<file path="src/hw/rtl/overwriting_message_fifo_top_defines.svh">
// Assertion macros for the overwriting message FIFO.
// Each macro takes a label, the clock, the synchronous reset and the property terms.
`ifndef OVERWRITING_MESSAGE_FIFO_TOP_DEFINES_SVH
`define OVERWRITING_MESSAGE_FIFO_TOP_DEFINES_SVH

`ifndef SYNTHESIS

`define OVMSG_ASSERT_SAME(label, clk, rst, ante, cons) \
  label: assert property (@(posedge clk) disable iff (rst) (ante) |-> (cons)) \
    else $error("ovmsg assertion failed");

`define OVMSG_ASSERT_NEXT(label, clk, rst, ante, cons) \
  label: assert property (@(posedge clk) disable iff (rst) (ante) |=> (cons)) \
    else $error("ovmsg assertion failed");

`else

`define OVMSG_ASSERT_SAME(label, clk, rst, ante, cons)
`define OVMSG_ASSERT_NEXT(label, clk, rst, ante, cons)

`endif

`endif

</file>
<file path="src/hw/rtl/ovmsg_pkg.sv">
`default_nettype none

package ovmsg_pkg;

  localparam int DEPTH_DEFAULT = 16;

  localparam int CODE_W    = 16;
  localparam int PAYLOAD_W = 32;
  localparam int MODE_W    = 2;
  localparam int ADDR_W    = 3;
  localparam int DATA_W    = 32;

  typedef enum logic [MODE_W-1:0] {
    MODE_POST   = 2'd0,
    MODE_GET    = 2'd1,
    MODE_PEEK   = 2'd2,
    MODE_REMOVE = 2'd3
  } mode_t;

  // Register select taken from the word address bit
  localparam logic REG_EMPTY_CODE = 1'b0;
  localparam logic REG_STICKY     = 1'b1;

  localparam logic [CODE_W-1:0] EMPTY_CODE_RESET = 16'h0000;
  localparam logic [CODE_W-1:0] STICKY_RESET     = 16'hFFFF;

endpackage

`default_nettype wire

</file>
<file path="src/hw/rtl/overwriting_message_fifo_top.sv">
// Each input transfer moves the control from idle to the response state, which
// registers the result from the registered read of the entry memory and updates
// the read index; no new input is taken until the response state has finished.
// A waiting result does not block the next input transfer.
// Reset (synchronous, active high) empties the queue and loads the register defaults;
// the entry memory is not cleared.
`default_nettype none

`include "overwriting_message_fifo_top_defines.svh"

module overwriting_message_fifo_top #(
  parameter int DEPTH = ovmsg_pkg::DEPTH_DEFAULT
) (
  input  wire logic                              clk,
  input  wire logic                              rst,
  // input channel
  input  wire logic                              in_valid,
  output logic                                   in_stall,
  input  wire logic [ovmsg_pkg::MODE_W-1:0]      mode,
  input  wire logic [ovmsg_pkg::CODE_W-1:0]      message_code,
  input  wire logic [ovmsg_pkg::PAYLOAD_W-1:0]   payload,
  // result channel
  output logic                                   out_valid,
  input  wire logic                              out_stall,
  output logic [ovmsg_pkg::CODE_W-1:0]           head_code,
  output logic [ovmsg_pkg::PAYLOAD_W-1:0]        head_payload,
  output logic                                   was_empty,
  // configuration
  input  wire logic                              psel,
  input  wire logic                              penable,
  input  wire logic                              pwrite,
  input  wire logic [ovmsg_pkg::ADDR_W-1:0]      paddr,
  input  wire logic [ovmsg_pkg::DATA_W-1:0]      pwdata,
  output logic [ovmsg_pkg::DATA_W-1:0]           prdata,
  output logic                                   pready
);

  localparam int IDX_W = (DEPTH > 1) ? $clog2(DEPTH) : 1;

  typedef enum logic {
    ST_IDLE,
    ST_RESP
  } state_t;

  state_t                             state;
  ovmsg_pkg::mode_t                   op_mode;
  logic                               op_empty;
  logic [IDX_W-1:0]                   write_index;
  logic [IDX_W-1:0]                   read_index;
  logic [ovmsg_pkg::CODE_W-1:0]       empty_code;
  logic [ovmsg_pkg::CODE_W-1:0]       sticky_threshold;

  logic [ovmsg_pkg::CODE_W-1:0]       code_mem    [DEPTH];
  logic [ovmsg_pkg::PAYLOAD_W-1:0]    payload_mem [DEPTH];
  logic [ovmsg_pkg::CODE_W-1:0]       rd_code;
  logic [ovmsg_pkg::PAYLOAD_W-1:0]    rd_payload;

  logic                               in_xfer;
  logic                               cfg_write;
  logic                               do_post;
  logic [IDX_W-1:0]                   write_index_next;
  logic [IDX_W-1:0]                   read_index_inc;
  logic                               pop;
  logic                               head_shown;
  logic                               resp_fire;

  function automatic logic [IDX_W-1:0] next_idx(input logic [IDX_W-1:0] i);
    if (i == IDX_W'(DEPTH - 1)) begin
      next_idx = '0;
    end else begin
      next_idx = i + 1'b1;
    end
  endfunction

  assign pready    = 1'b1;
  assign in_stall  = (state == ST_RESP);
  assign in_xfer   = in_valid && !in_stall;
  assign cfg_write = psel && penable && pwrite && pready;

  assign do_post = in_xfer && (ovmsg_pkg::mode_t'(mode) == ovmsg_pkg::MODE_POST) &&
                   (message_code != empty_code);
  assign write_index_next = next_idx(write_index);
  assign read_index_inc   = next_idx(read_index);

  // get pops only codes below the threshold; remove always pops a non-empty head
  assign pop = !op_empty &&
               (((op_mode == ovmsg_pkg::MODE_GET) && (rd_code < sticky_threshold)) ||
                (op_mode == ovmsg_pkg::MODE_REMOVE));
  assign head_shown = !op_empty &&
                      ((op_mode == ovmsg_pkg::MODE_GET) || (op_mode == ovmsg_pkg::MODE_PEEK));

  // hold while the previous result is still stalled
  assign resp_fire = (state == ST_RESP) && (!out_valid || !out_stall);

  always_comb begin
    unique case (paddr[2])
      ovmsg_pkg::REG_EMPTY_CODE: prdata = {{(ovmsg_pkg::DATA_W - ovmsg_pkg::CODE_W){1'b0}},
                                           empty_code};
      ovmsg_pkg::REG_STICKY:     prdata = {{(ovmsg_pkg::DATA_W - ovmsg_pkg::CODE_W){1'b0}},
                                           sticky_threshold};
      default:                   prdata = '0;
    endcase
  end

  // Entry memory: one write port for posts, one registered read of the head
  always_ff @(posedge clk) begin
    if (do_post) begin
      code_mem[write_index]    <= message_code;
      payload_mem[write_index] <= payload;
    end
    if (in_xfer) begin
      rd_code    <= code_mem[read_index];
      rd_payload <= payload_mem[read_index];
    end
  end

  always_ff @(posedge clk) begin
    if (rst) begin
      state            <= ST_IDLE;
      out_valid        <= 1'b0;
      write_index      <= '0;
      read_index       <= '0;
      empty_code       <= ovmsg_pkg::EMPTY_CODE_RESET;
      sticky_threshold <= ovmsg_pkg::STICKY_RESET;
      op_mode          <= ovmsg_pkg::MODE_POST;
      op_empty         <= 1'b0;
      head_code        <= '0;
      head_payload     <= '0;
      was_empty        <= 1'b0;
    end else begin
      if (cfg_write) begin
        if (paddr[2] == ovmsg_pkg::REG_EMPTY_CODE) begin
          empty_code <= pwdata[ovmsg_pkg::CODE_W-1:0];
        end else begin
          sticky_threshold <= pwdata[ovmsg_pkg::CODE_W-1:0];
        end
      end

      if (resp_fire) begin
        out_valid <= 1'b1;
      end else if (!out_stall) begin
        out_valid <= 1'b0;
      end

      unique case (state)
        ST_IDLE: begin
          if (in_xfer) begin
            op_mode  <= ovmsg_pkg::mode_t'(mode);
            op_empty <= (write_index == read_index);
            if (do_post) begin
              write_index <= write_index_next;
              // full queue: drop the oldest entry
              if (write_index_next == read_index) begin
                read_index <= read_index_inc;
              end
            end
            state <= ST_RESP;
          end
        end
        ST_RESP: begin
          if (resp_fire) begin
            head_code    <= head_shown ? rd_code : empty_code;
            head_payload <= head_shown ? rd_payload : '0;
            was_empty    <= op_empty;
            if (pop) begin
              read_index <= read_index_inc;
            end
            state <= ST_IDLE;
          end
        end
        default: state <= ST_IDLE;
      endcase
    end
  end

  `OVMSG_ASSERT_SAME(a_no_xfer_in_resp, clk, rst, state == ST_RESP, in_stall)
  `OVMSG_ASSERT_NEXT(a_xfer_to_resp, clk, rst, in_xfer, state == ST_RESP)
  `OVMSG_ASSERT_NEXT(a_post_not_empty, clk, rst, do_post, write_index != read_index)
  `OVMSG_ASSERT_NEXT(a_resp_holds, clk, rst,
    (state == ST_RESP) && out_valid && out_stall, state == ST_RESP)

endmodule

`default_nettype wire

</file>
<file path="config.mk">
export PLATFORM = sky130hd
export DESIGN_NAME = overwriting_message_fifo_top
export DESIGN_NICKNAME = d
export VERILOG_FILES = /design/src/hw/rtl/ovmsg_pkg.sv /design/src/hw/rtl/overwriting_message_fifo_top.sv
export VERILOG_INCLUDE_DIRS = /design/src /design/src/hw/rtl
export SDC_FILE = /design/constraint.sdc
export NUM_CORES = 1
export LEC_CHECK = 0
export ABC_AREA = 0
export BUFFER_PORTS_ARGS = -buffer_cell sky130_fd_sc_hd__buf_2
export CORE_UTILIZATION = 35
export DETAILED_ROUTE_END_ITERATION = 8
export RECOVER_POWER = 100
export SLEW_MARGIN = 10
export SYNTH_ARGS = -nofsm -noshare
export SYNTH_HDL_FRONTEND = slang
export SYNTH_SLANG_ARGS = --single-unit
</file>
<file path="constraint.sdc">
create_clock -name clk -period 4.97 [get_ports clk]
set_clock_uncertainty 0.1 [all_clocks]
set_input_delay 0.2485 -clock clk [delete_from_list [all_inputs] [get_ports clk]]
set_output_delay 0.2485 -clock clk [all_outputs]
set_load 0.02 [all_outputs]
</file>
==> out/qor.yml <==
timing:
  tightestPinTransition_ns: 1.90
  final-max-slew-violation-count: 129
  worst_slew_margin_rel_pct: -26.8
  hold-worst-slack_ns: 0.106
  finalSetupViolations: 0
  hold_violations: 0
  fmax_mhz: 246
  rsz0062_at_grt: "no"
  setup_tns_ns: 0
  fin_crit_sh_pct: 81.9
  period_minus_slack_ns: 4.07
yosys:
  avgSynthCellArea_um2: 21.3
  yosysWarningCount: 0
  synth_top_area_share_pct: 70.5
  netlist_area_mm2: 0.0347
  synthDistinctLibCells: 41
  synth_top_flop_cell: "edfxtp_1"
  synth-seq-area-share_pct: 75.9
  synth_seq_cells: 910
  async_reset_ff_share_pct: 0
  synth-edff-count: 816
  yosys.area.top_type: "edfxtp_1"
  syn_inst: 1628
  ys_top_cells_by_area: "edfxtp_1 (71%), mux4_2 (16%), dfxtp_1 (5.4%)"
final_layout:
  syn_to_final_growth_pct: 17.6
  stdcell_count: 3262
  utilization_pct: 41.5
  drive_gt1_share_pct: 25.1
  fillers: 8537
  fin_nets: 2005
pwr:
  p_switching_uw: 3460
  p_comb_share_pct: 5.2
  power_frac_clock_pct: 43.8
  powerDensity_mw_per_mm2: 409
  p_int_uw: 13300
  swShare_pct: 20.7
  peakVddDrop_mv: 0.272
  leakage_uw: 0.0127
  seq_power_share_pct: 51.0
  p_total_uw: 16700
place:
  numPortBuffers: 140
  placed_cells: 3012
  hpwlAfterDp_um: 42100
  globalplace.congestion: 0.770
grt:
  grt_pass1_vias: 17300
  grt_max_degree: 69
  grtUsageTotal_pct: 15.6
  antenna_found_initial: 5
  grt_overflow_total: 0
  grt_pass1_wl_um: 115000
detailed_routing:
  drc: 0
  ant_nets: 0
  drt_iter0_drc: 1590
  wirelength_um: 78300
  vias: 16900
  dr.pass1.iters: 5
  wl_per_cell_um: 24.0
  vias_per_cell: 5.17
clocking:
  cts.path.max_buffers: 3
  clkSinkCount: 910
  tritoncts.num_buffers: 96
  post-cts-setup-buffer-count: 0
  cts.htree.levels: 3
  cts_resized: 0
  cts_root_buf: "clkbuf_16"
  clk-insertion-delay-late_ns: 0.64
  cts_tree: "built"
  cts_hold_buf: 68
  path_clk_slew_ns: 0.06
setup_path:
  cp.required_ns: 5.13
  crit_path_end_kind: "flop"
  critical-path-top-delay-family: "simple AND/OR/NAND/NOR gates"
  max_stage_delay_ns: 0.78
  arrival_ns: 4.23
  cp_slowest_cell: "nor3_4"
  cp_max_fo: 17
  cp-start-kind: "input pin"
  path_class: "input pin to flop"
  crit_buf_inv: 3
  crit_chain: "dlygate4sd3_1 > clkbuf_1 > xnor2_1 > nand4_1 > nor4_1 > nor4_4 > nand2_1 > nor3_4 > clkbuf_2"
floorplanning:
  die_y_um: 317
  die_w_um: 317
  rows: 115
  core_area_mm2: 0.0984
  start_util_pct: 35.3
  io_pins: 176
  die_area_mm2: 0.101
job:
  max_cap_viol_count: 4
run_status:
  violations: "capacitance limit, slew limit"
  status: "finished with violations"
min_path:
  hp-class: "input pin to flop"
## layout by cell type, fill, tap and decap left out, types with 3 or more instances in the layout
cell type / instances
edfxtp_1: 816
mux4_2: 240
clkbuf_1: 140
clkbuf_16: 97
dfxtp_1: 92
nand2_1: 74
dlygate4sd3_1: 68
nor2_1: 34
a22o_1: 32
a21oi_1: 29
buf_2: 28
o21ai_0: 26
inv_1: 24
ha_1: 22
xnor2_1: 19
clkbuf_8: 18
clkbuf_2: 18
o211ai_1: 17
conb_1: 17
a311oi_1: 16
buf_4: 16
mux2_2: 12
nor2_4: 11
bufinv_16: 10
clkinv_2: 10
nand4_1: 6
buf_12: 6
xor2_1: 5
nand3_1: 5
clkbuf_4: 5
clkinv_1: 5
nand2b_1: 4
mux2_1: 4
nor3_1: 4
mux2i_1: 4
a31oi_1: 4
inv_6: 3
clkinvlp_4: 3
## kinds of logic (layout without fill, tap and decap cells)
kind of cell	after synthesis	after routing	synth area share, %
compound gates	131	131	2.60
xor+xnor	24	24	0.605
fa+ha+maj	22	22	0.792
buf+inv	127	458	1.89
flops	910	910	75.9
mux	261	261	16.2
other cells	2	18	0.0216
simple gates	151	151	1.91
## tightest hold or removal path: cells and delay by family
family	cells	cell delay (ns)
buffers and inverters	2	0.39
AND/OR/NAND/NOR	1	0.15
## final cells by class
cell class	instances	area [um2]	share of cell area, %
antenna	1	2.50	0.00613
clock buffer	144	2800	6.85
clock inverter	37	499	1.22
inverter	25	96.3	0.236
multi-input combinational	606	7850	19.2
sequential	910	26400	64.6
tap	1287	1610	3.94
timing repair buffer	252	1590	3.89
## registers in the layout (all words and copies together) (netlist names)
register / flops
payload_mem: 512
code_mem: 256
head_payload: 32
rd_payload: 32
empty_code: 16
head_code: 16
rd_code: 16
sticky_threshold: 16
read_index: 4
write_index: 4
op_mode: 2
in_stall: 1
op_empty: 1
out_valid: 1
was_empty: 1
## path summary, 6_finish.rpt
kind,end,cells after the start,slack (ns),from
hold / removal,out_valid,3,0.11,rst
setup reg to reg,rd_code[1],3,1.04,read_index[0]
setup / recovery,code_mem[1][0],9,0.90,message_code[10]
hold reg to reg,head_payload[8],1,0.37,rd_payload[8]
## Yosys cell counts, types with 4 or more instances
| cell type | number |
|---|---|
| edfxtp_1 | 816 |
| mux4_2 | 240 |
| dfxtp_1 | 94 |
| nand2_1 | 74 |
| clkbuf_1 | 52 |
| nor2_1 | 47 |
| a22o_1 | 32 |
| a21oi_1 | 29 |
| o21ai_0 | 26 |
| inv_1 | 24 |
| buf_4 | 22 |
| ha_1 | 22 |
| xnor2_1 | 19 |
| o211ai_1 | 17 |
| a311oi_1 | 16 |
| mux2_2 | 16 |
| buf_2 | 11 |
| buf_6 | 11 |
| nor3_1 | 7 |
| buf_1 | 6 |
| nand4_1 | 6 |
| nand3_1 | 5 |
| xor2_1 | 5 |
| a31oi_1 | 4 |
| mux2i_1 | 4 |
| nand2b_1 | 4 |
## power groups by stage
stage                     logic (uW)  clock network (uW)  registers (uW)
final                            877                7320            8520
after CTS                        909                7470            8520
after global routing             954                7760            8530
after detailed placement         859                   0            8680
after global placement           841                   0            8680
after floorplan                  583                   0            8640
## per-stage QoR
step,setup slack (ns),cell area (um2)
2_1_floorplan,1.06,34800
3_3_place_gp,1.39,37100
3_5_place_dp,1.35,37100
4_1_cts,1.48,41100
5_1_grt,0.657,40800
6_report,0.897,40800
## layer usage
metal	routed length [um]	GRT usage [%]
met4	1480	4.33
met3	4780	3.18
met1	34000	21.4
met2	37900	25.2
met5	57	0
Power figures use the tool's default switching activity.
